`src/sv/tid_pkg.sv`:
```
// types, constants and helpers shared by the integer term decoder
package tid_pkg;

   localparam logic [7:0] TAG_SMALL_INT = 8'd97;
   localparam logic [7:0] TAG_INT       = 8'd98;
   localparam logic [7:0] TAG_SMALL_BIG = 8'd110;
   localparam logic [7:0] TAG_LARGE_BIG = 8'd111;

   localparam logic [31:0] NEG_LIMIT = 32'h8000_0000;
   localparam logic [31:0] POS_LIMIT = 32'h7FFF_FFFF;

   localparam int DATA_W     = 8;
   localparam int VALUE_W    = 32;
   localparam int CONSUMED_W = 33;
   localparam int RSP_DATA_W = 72;

   typedef enum logic [2:0] {
      PH_IDLE,
      PH_SMALL,
      PH_HEADER,
      PH_SIGN,
      PH_DIGITS
   } phase_type;

   typedef enum logic [1:0] {
      FORM_SMALL,
      FORM_INT,
      FORM_SBIG,
      FORM_LBIG
   } form_type;

   typedef struct packed {
      phase_type               phase;
      form_type                form;
      logic [1:0]              header_count;
      logic [31:0]             accumulator;
      logic [31:0]             digits_left;
      logic [2:0]              digit_position;
      logic                    negative;
      logic [CONSUMED_W-1:0]   byte_count;
   } state_type;

   typedef struct packed {
      logic signed [VALUE_W-1:0] value;
      logic                      error;
      logic [CONSUMED_W-1:0]     consumed;
   } result_type;

   function automatic result_type error_result();
      result_type r;
      r.value    = '0;
      r.error    = 1'b1;
      r.consumed = '0;
      return r;
   endfunction

   function automatic result_type ok_result(input logic [31:0] v,
                                            input logic [CONSUMED_W-1:0] cnt);
      result_type r;
      r.value    = v;
      r.error    = 1'b0;
      r.consumed = cnt;
      return r;
   endfunction

   // range check and sign apply for a finished bignum
   function automatic result_type finish_big(input logic [31:0] acc,
                                             input logic neg,
                                             input logic [CONSUMED_W-1:0] cnt);
      result_type r;
      if (neg) begin
         if (acc > NEG_LIMIT) r = error_result();
         else r = ok_result(32'd0 - acc, cnt);
      end else begin
         if (acc > POS_LIMIT) r = error_result();
         else r = ok_result(acc, cnt);
      end
      return r;
   endfunction

endpackage

```
`src/sv/tid_step.sv`:
```
// next-state and result logic for one byte of the term
module tid_step (
   input  tid_pkg::state_type  cur,
   input  logic [7:0]          data_byte,
   input  logic                restart,
   output tid_pkg::state_type  nxt,
   output logic                emit,
   output tid_pkg::result_type res
);

   logic [31:0] acc_shift;
   logic [31:0] acc_digit;
   logic [31:0] digits_dec;
   logic [tid_pkg::CONSUMED_W-1:0] cnt_inc;

   assign acc_shift  = {cur.accumulator[23:0], data_byte};
   assign acc_digit  = cur.accumulator
                       | ({24'd0, data_byte} << {cur.digit_position[1:0], 3'b000});
   assign digits_dec = cur.digits_left - 32'd1;
   assign cnt_inc    = cur.byte_count + tid_pkg::CONSUMED_W'(1);

   always_comb begin
      nxt  = cur;
      emit = 1'b0;
      res  = tid_pkg::error_result();
      if (restart || cur.phase == tid_pkg::PH_IDLE) begin
         nxt.byte_count     = tid_pkg::CONSUMED_W'(1);
         nxt.accumulator    = '0;
         nxt.digits_left    = '0;
         nxt.digit_position = '0;
         nxt.negative       = 1'b0;
         nxt.header_count   = '0;
         case (data_byte)
            tid_pkg::TAG_SMALL_INT: begin
               nxt.form  = tid_pkg::FORM_SMALL;
               nxt.phase = tid_pkg::PH_SMALL;
            end
            tid_pkg::TAG_INT: begin
               nxt.form         = tid_pkg::FORM_INT;
               nxt.phase        = tid_pkg::PH_HEADER;
               nxt.header_count = 2'd3;
            end
            tid_pkg::TAG_SMALL_BIG: begin
               nxt.form  = tid_pkg::FORM_SBIG;
               nxt.phase = tid_pkg::PH_HEADER;
            end
            tid_pkg::TAG_LARGE_BIG: begin
               nxt.form         = tid_pkg::FORM_LBIG;
               nxt.phase        = tid_pkg::PH_HEADER;
               nxt.header_count = 2'd3;
            end
            default: begin
               emit      = 1'b1;
               nxt.phase = tid_pkg::PH_IDLE;
            end
         endcase
      end else begin
         nxt.byte_count = cnt_inc;
         case (cur.phase)
            tid_pkg::PH_SMALL: begin
               emit = 1'b1;
               res  = tid_pkg::ok_result({24'd0, data_byte}, cnt_inc);
            end
            tid_pkg::PH_HEADER: begin
               nxt.accumulator = acc_shift;
               if (cur.header_count != 2'd0) begin
                  nxt.header_count = cur.header_count - 2'd1;
               end else if (cur.form == tid_pkg::FORM_INT) begin
                  emit = 1'b1;
                  res  = tid_pkg::ok_result(acc_shift, cnt_inc);
               end else begin
                  nxt.digits_left = acc_shift;
                  nxt.accumulator = '0;
                  nxt.phase       = tid_pkg::PH_SIGN;
               end
            end
            tid_pkg::PH_SIGN: begin
               nxt.negative = (data_byte != 8'd0);
               if (cur.digits_left == 32'd0) begin
                  emit = 1'b1;
                  res  = tid_pkg::finish_big(cur.accumulator, data_byte != 8'd0, cnt_inc);
               end else begin
                  nxt.phase = tid_pkg::PH_DIGITS;
               end
            end
            tid_pkg::PH_DIGITS: begin
               // digits past the fourth only need checking for zero
               if (cur.digit_position[2] && data_byte != 8'd0) begin
                  emit = 1'b1;
               end else begin
                  if (!cur.digit_position[2]) begin
                     nxt.accumulator    = acc_digit;
                     nxt.digit_position = cur.digit_position + 3'd1;
                  end
                  nxt.digits_left = digits_dec;
                  if (digits_dec == 32'd0) begin
                     emit = 1'b1;
                     res  = tid_pkg::finish_big(nxt.accumulator, cur.negative, cnt_inc);
                  end
               end
            end
            default: begin
               nxt.phase = tid_pkg::PH_IDLE;
            end
         endcase
      end
      if (emit) nxt.phase = tid_pkg::PH_IDLE;
   end

endmodule

```
`src/sv/tid_out_reg.sv`:
```
// result register on the master side of the decoder
module tid_out_reg (
   input  logic                                clock,
   input  logic                                reset,
   input  logic                                load,
   input  tid_pkg::result_type                 res,
   output logic                                room,
   output logic                                rsp_tvalid,
   input  logic                                rsp_tready,
   output logic [tid_pkg::RSP_DATA_W-1:0]      rsp_tdata,
   output logic                                rsp_tuser
);

   logic                valid_ff;
   logic                valid_in;
   tid_pkg::result_type res_ff;

   assign room     = !valid_ff || rsp_tready;
   assign valid_in = load ? 1'b1 : (rsp_tready ? 1'b0 : valid_ff);

   always_ff @(posedge clock) begin
      if (reset) begin
         valid_ff <= 1'b0;
      end else begin
         valid_ff <= valid_in;
      end
   end

   always_ff @(posedge clock) begin
      if (load) begin
         res_ff <= res;
      end
   end

   assign rsp_tvalid = valid_ff;
   assign rsp_tdata  = {{(tid_pkg::RSP_DATA_W - tid_pkg::CONSUMED_W - tid_pkg::VALUE_W){1'b0}},
                        res_ff.consumed, res_ff.value};
   assign rsp_tuser  = res_ff.error;

endmodule

```
`src/sv/term_integer_decoder_core.sv`:
```
// Integer term decoder: takes one byte per transfer and returns one result per
// finished term or error. A byte is taken every cycle when the result side keeps
// up; a byte moves through the input register and the term state logic into the
// result register, which takes the result for the byte that ends the term.
// The only loop is the term state register, updated once per byte.
// req_tuser high abandons any term in progress and treats the byte as a tag.
module term_integer_decoder_core (
   input  logic        clock,
   input  logic        reset,
   input  logic        req_tvalid,
   output logic        req_tready,
   input  logic [7:0]  req_tdata,   // [7:0] data_byte
   input  logic        req_tuser,   // [0] restart
   output logic        rsp_tvalid,
   input  logic        rsp_tready,
   output logic [71:0] rsp_tdata,   // [31:0] value, [64:32] consumed, rest zero
   output logic        rsp_tuser    // [0] error
);

   logic                in_valid_ff;
   logic                in_valid_in;
   logic [7:0]          in_byte_ff;
   logic                in_restart_ff;
   logic                out_room;
   logic                step_fire;
   logic                step_emit;
   tid_pkg::state_type  state_ff;
   tid_pkg::state_type  state_in;
   tid_pkg::result_type step_res;

   assign step_fire   = in_valid_ff && out_room;
   assign req_tready  = !in_valid_ff || out_room;
   assign in_valid_in = (req_tvalid && req_tready) ? 1'b1 :
                        (step_fire ? 1'b0 : in_valid_ff);

   always_ff @(posedge clock) begin
      if (reset) begin
         in_valid_ff <= 1'b0;
      end else begin
         in_valid_ff <= in_valid_in;
      end
   end

   always_ff @(posedge clock) begin
      if (req_tvalid && req_tready) begin
         in_byte_ff    <= req_tdata;
         in_restart_ff <= req_tuser;
      end
   end

   always_ff @(posedge clock) begin
      if (reset) begin
         state_ff <= '0;
      end else if (step_fire) begin
         state_ff <= state_in;
      end
   end

   tid_step u_step (
      .cur       (state_ff),
      .data_byte (in_byte_ff),
      .restart   (in_restart_ff),
      .nxt       (state_in),
      .emit      (step_emit),
      .res       (step_res)
   );

   tid_out_reg u_out (
      .clock      (clock),
      .reset      (reset),
      .load       (step_fire && step_emit),
      .res        (step_res),
      .room       (out_room),
      .rsp_tvalid (rsp_tvalid),
      .rsp_tready (rsp_tready),
      .rsp_tdata  (rsp_tdata),
      .rsp_tuser  (rsp_tuser)
   );

`ifndef SYNTH
   // an error result carries zero value and zero count
   assert property (@(posedge clock) disable iff (reset)
      rsp_tvalid && rsp_tuser |-> rsp_tdata == 72'd0)
      else $error("error result with nonzero payload");

   // a good term is at least a tag and one more byte
   assert property (@(posedge clock) disable iff (reset)
      rsp_tvalid && !rsp_tuser |-> rsp_tdata[64:32] >= 33'd2)
      else $error("good result with too small byte count");

   // every result leaves the decoder waiting for a tag
   assert property (@(posedge clock) disable iff (reset)
      step_fire && step_emit |=> state_ff.phase == tid_pkg::PH_IDLE)
      else $error("decoder not idle after a result");
`endif

endmodule

```
`config.mk`:
```
export PLATFORM = sky130hd
export DESIGN_NAME = term_integer_decoder_core
export DESIGN_NICKNAME = d
export VERILOG_FILES = /design/src/sv/tid_pkg.sv /design/src/sv/tid_step.sv /design/src/sv/tid_out_reg.sv /design/src/sv/term_integer_decoder_core.sv
export SDC_FILE = /design/constraint.sdc
export NUM_CORES = 1
export LEC_CHECK = 0
export BUFFER_PORTS_ARGS = -buffer_cell sky130_fd_sc_hd__buf_2
export CAP_MARGIN = 20
export CORE_ASPECT_RATIO = 2
export CORE_UTILIZATION = 30
export DETAILED_ROUTE_END_ITERATION = 7
export SKIP_CTS_REPAIR_TIMING = 1
export SLEW_MARGIN = 40
export SYNTH_ARGS = -nofsm -noshare
export SYNTH_HDL_FRONTEND = slang
export SYNTH_SLANG_ARGS = --single-unit
```
`constraint.sdc`:
```
create_clock -name clock -period 18.36 [get_ports clock]
set_input_delay 0.918 -clock clock [delete_from_list [all_inputs] [get_ports clock]]
set_output_delay 0.918 -clock clock [all_outputs]
set_load 0.1 [all_outputs]
```
---- Word level (Yosys, flattened, before mapping) ----
Cells that the tools add are included.
storage, ports and cells
  output and inout bits ................... 75
  memory bits (writable) .................. 0
  latch bits .............................. 0
  input bits .............................. 13
  memories kept ........................... 0
  memory bits (read-only) ................. 0
  register bits ........................... 185
cells by class
  divide/modulo/power cells ............... 0
  multiply operators ...................... 0
  equal/unequal tests ..................... 18
  add/subtract/negate cells ............... 6
  muxes and demuxes ....................... 47
  shifts and indexed selects .............. 1
  reduce and logical (&&, ||, !) cells .... 34
  bitwise operators ....................... 1
  order comparisons ....................... 4
operators by type and width
  operator               count
  $mux 66                11
  $pmux 66 s4            1
  $mux 32                4
  $mux 64                2
  $pmux 64 s2            1
  $mux 103               1
  $mux 67                1
  $gt 32x31->1 const B   2
  $gt 32x32->1 const B   2
  $logic_not 32->1       2
  $sub 1x32->32 const A  2
  $add 33x1->33 const B  1
  $eq 8x7->1 const B     4
  $or 32x32->32          1
  $shl 8x5->32           1
  $sub 32x1->32 const B  1
  $mux 3                 7
  $reduce_bool 2->1      7
  $mux 1                 12
  $ne 4x3->1 const B     3
  $reduce_and 3->1       4
  $reduce_and 5->1       2
  $ne 3x2->1 const B     3
  $pmux 3 s3             1
  24 further kinds       35

---- Logic depth before layout (Yosys ltp) ----
Gate-level depths: netlist (run 1).
  depth after elaboration ................. 12
  depth in mapped cells ................... 13

---- Hierarchy ----
Synthesis (run 1) repeated with hierarchy kept, for this count alone.
second synthesis, totals
  cells, all modules ...................... 1662
  area, all modules ....................... 13396.6 sq um
modules (own cells, without submodules)
  module                     instances  cells an instance  area each (sq um)  sequential area each (sq um)
  tid_step                   1          1077               6336.1             0.0
  term_integer_decoder_core  1          507                4976.0             2452.4
  tid_out_reg                1          78                 2084.5             2001.9

---- Worst setup path after synthesis (run 1) ----
OpenSTA, ideal clock, no wires.
  path type ............................... reg-to-reg
  start point ............................. reg state_ff[60] (netlist bit)
  end point ............................... reg u_out.res_ff, in the netlist u_out.rsp_tdata[0] (enable)
  slack ................................... 12392 ps
  arrival ................................. 5477 ps
  period minus slack after synthesis ...... 5968 ps
  cell stages (with the launch flop) ...... 11
  buffers on the path ..................... 2
  path through ............................ dfxtp_1 -> buf_6 -> or4_4 -> or4_1 -> buf_2 -> or4_4 -> xor2_1 -> nand4_2 -> nor3_1 -> o21ai_0 -> nor2_1
on the way
  longest elaborated chain between the ends .. 7
RTL lines
  item                      line                             RTL
  start: declaration        term_integer_decoder_core.sv:27  tid_pkg::state_type state_ff;
  start signal: assignment  term_integer_decoder_core.sv:55  state_ff <= state_in;
  $sub 32x1->32             tid_step.sv:19                   assign digits_dec = cur.digits_left - 32'd1;
  $logic_not 32->1          tid_step.sv:96                   if (digits_dec == 32'd0) begin
  $mux 1                    tid_step.sv:96
  $mux 1                    tid_step.sv:88                   if (cur.digit_position[2] && data_byte != 8'd0) begin
  $pmux 1 s4 *              tid_step.sv:59                   case (cur.phase)
  $mux 1 *                  tid_step.sv:26                   if (restart || cur.phase == tid_pkg::PH_IDLE) begin
  $logic_and 1x1->1 *       term_integer_decoder_core.sv:71  .load (step_fire && step_emit),
  named net u_out.load      tid_out_reg.sv:5                 input logic load,
  end signal: assignment    tid_out_reg.sv:31                res_ff <= res;
  end: declaration          tid_out_reg.sv:16                tid_pkg::result_type res_ff;
Mark *: on every way through the listed nets, which the timed path passes. The rest lies on a longest branch.
A chain may end at the register's enable or synchronous reset.

---- Worst setup path in the final report (run 1) ----
  start point ............................. reg state_ff[37] (netlist bit)
  end point ............................... reg u_out.res_ff, in the netlist u_out.rsp_tdata[18] (enable)
The elaborated chain is that of the path after synthesis.

==> impl_metrics.ini, run 1 <==
[setup_path]
cp-end-kind = flip-flop
path_cells = inv_1, ha_1, nor3b_1, nand2_1, nor4_1, xnor2_1, nand4_1, nor3_1, o21ai_0, nor2_4, buf_6
crit_fanout = 66
worstSetupPathType = flip-flop to flip-flop
slowest_stage = nor3b_1
crit_arrival_ns = 4.87
cp.required_ns = 18.44
max_stage_delay_ns = 0.72
start_kind = flip-flop

[grt]
grt_first_pass_wirelength_um = 64920
overflow = 0
antenna_found_initial = 0
grt_start_max_net_pins = 95
grt_pass1_vias = 11290
gr-usage-all-layers_pct = 21.26

[synth]
synth_compound_area_share_pct = 21.56
ys_seq_area_share_pct = 37.61
yosysTopAreaCell = edfxtp_1
syn-instance-count = 1504
synth_warnings = 0
yosys-top-cells-count = nor2_1, a21oi_1, nand2_1
synthTopCellsByArea = edfxtp_1, dfxtp_1, a21oi_1
synth_edf_count = 75
synth_top_family_by_area = simple AND/OR/NAND/NOR gates
muxShareOfSynthArea_pct = 0.3381
synth_area_per_cell_um2 = 7.875
synth_top_area_share_pct = 19.02
yosys.area_share.simple_pct = 26.41
synthMostInstantiatedCell = nor2_1
async_reset_ff_share_pct = 0
synthFlopType = dfxtp_1
synthAdderAreaFrac_pct = 0.8451
ys_ff_latch = 185
synth_area_um2 = 11840
synth_cell_types = 82
synth_xor_area_share_pct = 7.321

[place]
gp_congestion = 0.9700
portBuffers = 80
dpl.hpwl_um = 30980
placedCellCount = 1994

[drt]
drc_errors = 0
wirelength_um = 42410
vias = 11640
final_antenna_net_count = 0
drt-initial-drc-count = 986
wl_per_cell_um = 20.92
viasPerCell = 5.744
drt-pass1-iter-count = 5

[clock_tree]
clk_path_buf_depth = 2
clock_latency_ns = 0.47
cts_tree = built
htreeDepth = 4
cts_sinks = 185
cts.clk_slew.worst_paths_ns = 0.08
cts_buffers = 17
cts_root_buf = clkbuf_16

[timing]
fin_worst_skew_ns = 0.01975
finalSetupViolations = 0
finalCritPeriodShare_pct = 26.06
grt_setup_unrepaired = false
drv_slew = 0
timing.fmax_ghz = 0.2090
hold_viol = 0
finalSetupTns_ns = 0
tightest_slew_ns = 0.8743
slew_headroom_pct = 41.18
whs_ns = 0.4748
finalCriticalPeriod_ns = 4.784

[floorplanning]
die_y_um = 283.0
die_w_um = 142.5
core-area_um2 = 38800
start_util_pct = 30.53
rows = 102
dieArea_um2 = 40330
io_pins = 88

[finish]
syn_to_final_growth_pct = 11.42
antenna_cells = 0
n_fill_cell = 4158
layout.cells.non_filler = 2027
nets = 1515
layout-drive-gt1-share_pct = 12.28

[run_status]
outcome = complete, no violations

[hold_path]
hp-class = flip-flop to flip-flop

[flow_run]
cap_violations = 0

[power_and_ir_drop]
vdd_ir_drop_max_v = 0.00006062
p_per_area_nw_per_um2 = 70.60
p_leak_uw = 0.004391
[cells in the final DEF (no fill, tap or decap), types with 5 or more instances in the layout]
master	instances
or2_2	14
nor2_1	170
a22oi_1	38
nor3b_1	6
xor2_1	27
clkbuf_16	17
a21oi_1	165
o22ai_1	25
nand2b_1	8
o21a_1	5
conb_1	7
inv_1	20
buf_2	79
nor4_1	19
edfxtp_1	75
or3_1	12
nand2_1	137
inv_8	5
ha_1	8
nand3b_1	5
a2111oi_0	9
buf_4	26
or4_1	9
o2111ai_1	15
o21ai_0	82
xnor2_1	72
o31ai_1	14
and3_1	22
dfxtp_1	110
o21ai_1	6
a21o_1	11
nand4b_1	7
nor3_1	103
nand3_1	38
and2_1	15
nand4_1	19
[sequential cells by signal, indices dropped and copies added (netlist names)]
name,count
in_valid_ff,1
in_byte_ff,8
u_out.rsp_tvalid,1
in_restart_ff,1
u_out.rsp_tdata,65
state_ff,108
u_out.rsp_tuser,1
[where the power goes]
part	switching (uW)	internal, uW	total, uW
clock	192	184	376
combinational	95.0	20.0	115
sequential	6.38	435	441
total	293	639	932
[critical path: cells and delay by family, from the launching register on]
kind                     cells  cell delay, ns
AO/OA/AOI/OAI                1            0.30
XOR/XNOR                     1            0.23
adder cells (fa/ha/maj)      1            0.32
buffers and inverters        2            0.55
flip-flops                   1            0.38
AND/OR/NAND/NOR              6            2.50
[through the flow]
stage          cell area, um^2  util, %  power [uW]  setup WS (ns)
2_1_floorplan            11870        -       540.7          12.39
3_3_place_gp             12520    32.28       563.8          13.48
3_5_place_dp             12560    32.37       564.4          13.42
4_1_cts                  13150    33.90       938.2          13.39
5_1_grt                  13200    34.01       957.2          13.31
6_report                 13200    34.01       931.7          13.58
[worst paths after layout]
kind                                    from  slack, ns                           endpoint  depth (start not counted)
hold reg to reg   state_ff[104]$_SDFFE_PP0P_       0.47         state_ff[104]$_SDFFE_PP0P_                          2
setup reg to reg   state_ff[37]$_SDFFE_PP0P_      13.58  u_out.rsp_tdata[18]$_SDFFCE_PN0P_                         11
setup / recovery   state_ff[37]$_SDFFE_PP0P_      13.58  u_out.rsp_tdata[18]$_SDFFCE_PN0P_                         11
hold / removal    state_ff[104]$_SDFFE_PP0P_       0.47         state_ff[104]$_SDFFE_PP0P_                          2
[logic make-up (layout without fill, tap and decap cells)]
logic type / count (synthesis) / after routing
other: 1 / 7
flip-flops: 185 / 185
adder cells (fa/ha/maj): 8 / 8
AND/OR/NAND/NOR: 627 / 627
buffers and inverters: 164 / 161
multiplexers: 4 / 4
XOR/XNOR: 99 / 99
AO/OA/AOI/OAI: 416 / 416
[area by class of cell]
cell class | count | area, um^2 | share of cell area, %
well taps | 520 | 650.6 | 4.930
multi-input cells | 1161 | 6782 | 51.39
repair buffers | 109 | 639.4 | 4.845
clock inverters | 15 | 170.2 | 1.289
flip-flops and latches | 185 | 4454 | 33.75
inverters | 20 | 75.07 | 0.5689
clock buffers | 17 | 425.4 | 3.224
[per-layer routing]
layer	share of wire [%]	vias up	track usage [%]	routed length, um
met5	0	-	0	0
met4	7.8	0	17.37	3314
met3	4.6	169	2.958	1947
met2	54	482	39.80	22730
met1	34	5562	20.05	14420
li1	-	5431	-	-
(Power assumes the default switching activity.)
==> inputs of run 2 (changes only) <==
==> constraint.sdc (replaced) <==
create_clock -name clock -period 4.1 [get_ports clock]
set_input_delay 0.205 -clock clock [delete_from_list [all_inputs] [get_ports clock]]
set_output_delay 0.205 -clock clock [all_outputs]
set_load 0.1 [all_outputs]
==> run 2 against run 1 <==
Net effect:
- register-to-register slack lost 13 ns
- maximum frequency grew 25%
- critical path depth shrank 1
- combinational power grew to 4.7 times the previous value
- non-clock buffer count grew 57
- clock skew shrank 0.0069 ns
- sequential power grew to 4.5 times the previous value
==> impl_metrics.ini, run 2 (synthesized netlist as in run 1, its figures left out) <==
[timing]
worst_slack_ns = 0.2634
grt_setup_unrepaired = false
tightest_slew_ns = 0.7653
finalCritPeriodShare_pct = 93.58
timing.fmax_ghz = 0.2606
hold_viol = 0
slew_headroom_pct = 48.86
finalCriticalPeriod_ns = 3.837
finalSetupViolations = 0
drv_slew = 0
finalSetupTns_ns = 0
fin_worst_skew_ns = 0.01285

[clock_tree]
clk_path_buf_depth = 2
cts_buffers = 17
cts_tree = built
cts.clk_slew.worst_paths_ns = 0.07
cts_sinks = 185
cts_root_buf = clkbuf_16
htreeDepth = 4
clock_latency_ns = 0.46

[finish]
largest_register_ffs = 108
syn_to_final_growth_pct = 15.10
final_common_cell = nor2_1
antenna_cells = 0
nets = 1572
regArea_um2 = 4454
layout-drive-gt1-share_pct = 14.77
regMostFlops = state_ff
final_cell_mix = nor2_1, a21oi_1, nand2_1, dfxtp_1, nor3_1
multi_input_area_um2 = 6769
layout.cells.non_filler = 2084
n_fill_cell = 4106

[drt]
viasPerCell = 5.726
drt-initial-drc-count = 711
drc_errors = 0
wl_per_cell_um = 20.78
drt-pass1-iter-count = 6
vias = 11930
wirelength_um = 43300
final_antenna_net_count = 0

[setup_path]
cp.required_ns = 4.23
crit_fanout = 53
crit_arrival_ns = 3.97
start_kind = flip-flop
worstSetupPathType = flip-flop to flip-flop
cp-end-kind = flip-flop

[grt]
grt_pass1_vias = 11350
gr-usage-all-layers_pct = 21.59
grt_start_max_net_pins = 84
grt_first_pass_wirelength_um = 65520
antenna_found_initial = 0
overflow = 0

[power_and_ir_drop]
vdd_ir_drop_max_v = 0.0003163
p_per_area_nw_per_um2 = 304.4
power_uw = 4149
p_leak_uw = 0.004662

[floorplanning]
dieArea_um2 = 40330
io_pins = 88
die_y_um = 283.0
die_w_um = 142.5
rows = 102
core-area_um2 = 38800
start_util_pct = 30.53

[place]
pre_cts_slack_ns = 0.2380
gp_congestion = 0.9955
portBuffers = 80
dpl.hpwl_um = 32050
placedCellCount = 2041

[flow_run]
cap_violations = 0

[hold_path]
hp-class = input port to flip-flop

[run_status]
outcome = complete, no violations
## run 2: layer usage
metal | track usage [%] | wire length (um) | vias to the layer above
met1 | 20.10 | 14320 | 5686
met4 | 18.15 | 3546 | 0
met3 | 3.194 | 2108 | 185
met2 | 40.36 | 23320 | 527
li1 | - | - | 5534
met5 | 0 | 0 | -
## run 2: final cells by class
cell class	count	share of cell area, %
Clock buffer	18	3.148
Clock inverter	14	0.9913
Inverter	20	0.5507
Multi-Input combinational cell	1161	49.66
Sequential cell	185	32.68
Tap cell	520	4.773
Timing Repair Buffer	166	8.206
## run 2: final timing paths
| kind | start | slack [ns] | endpoint | cells after the start |
|---|---|---|---|---|
| worst max-delay path | state_ff[60]$_SDFFE_PP0P_ | 0.26 | u_out.rsp_tdata[24]$_SDFFCE_PN0P_ | 10 |
| worst min-delay path | rsp_tready | 0.10 | in_valid_ff$_SDFFE_PP0P_ | 4 |
| worst max register to register | state_ff[60]$_SDFFE_PP0P_ | 0.26 | u_out.rsp_tdata[24]$_SDFFCE_PN0P_ | 10 |
| worst min register to register | state_ff[104]$_SDFFE_PP0P_ | 0.48 | state_ff[104]$_SDFFE_PP0P_ | 2 |
## run 2: critical path, cell delays in order (launching register included)
cell     delay, ns
dfxtp_1       0.39
or4_4         0.56
or4_1         0.52
or4_4         0.55
xor2_1        0.25
nand4_2       0.17
nor3_2        0.29
buf_4         0.18
o21ai_1       0.10
nor2_4        0.17
buf_12        0.28
## run 2: metrics by stage
step	utilization (%)	cell area [um^2]	hold slack, ns
floorplan	-	11880	0.3039
finish	35.14	13630	0.1026
CTS	34.82	13510	-0.1056
global route	35.14	13630	0.1164
global placement	33.32	12930	0.3817
detailed placement	33.37	12940	0.3837
## run 2: power by group
| group | leakage (uW) | switching (uW) | internal, uW |
|---|---|---|---|
| Combinational | 0.00280 | 434 | 107 |
| Clock | 0.000272 | 784 | 850 |
| Sequential | 0.00159 | 27.2 | 1950 |
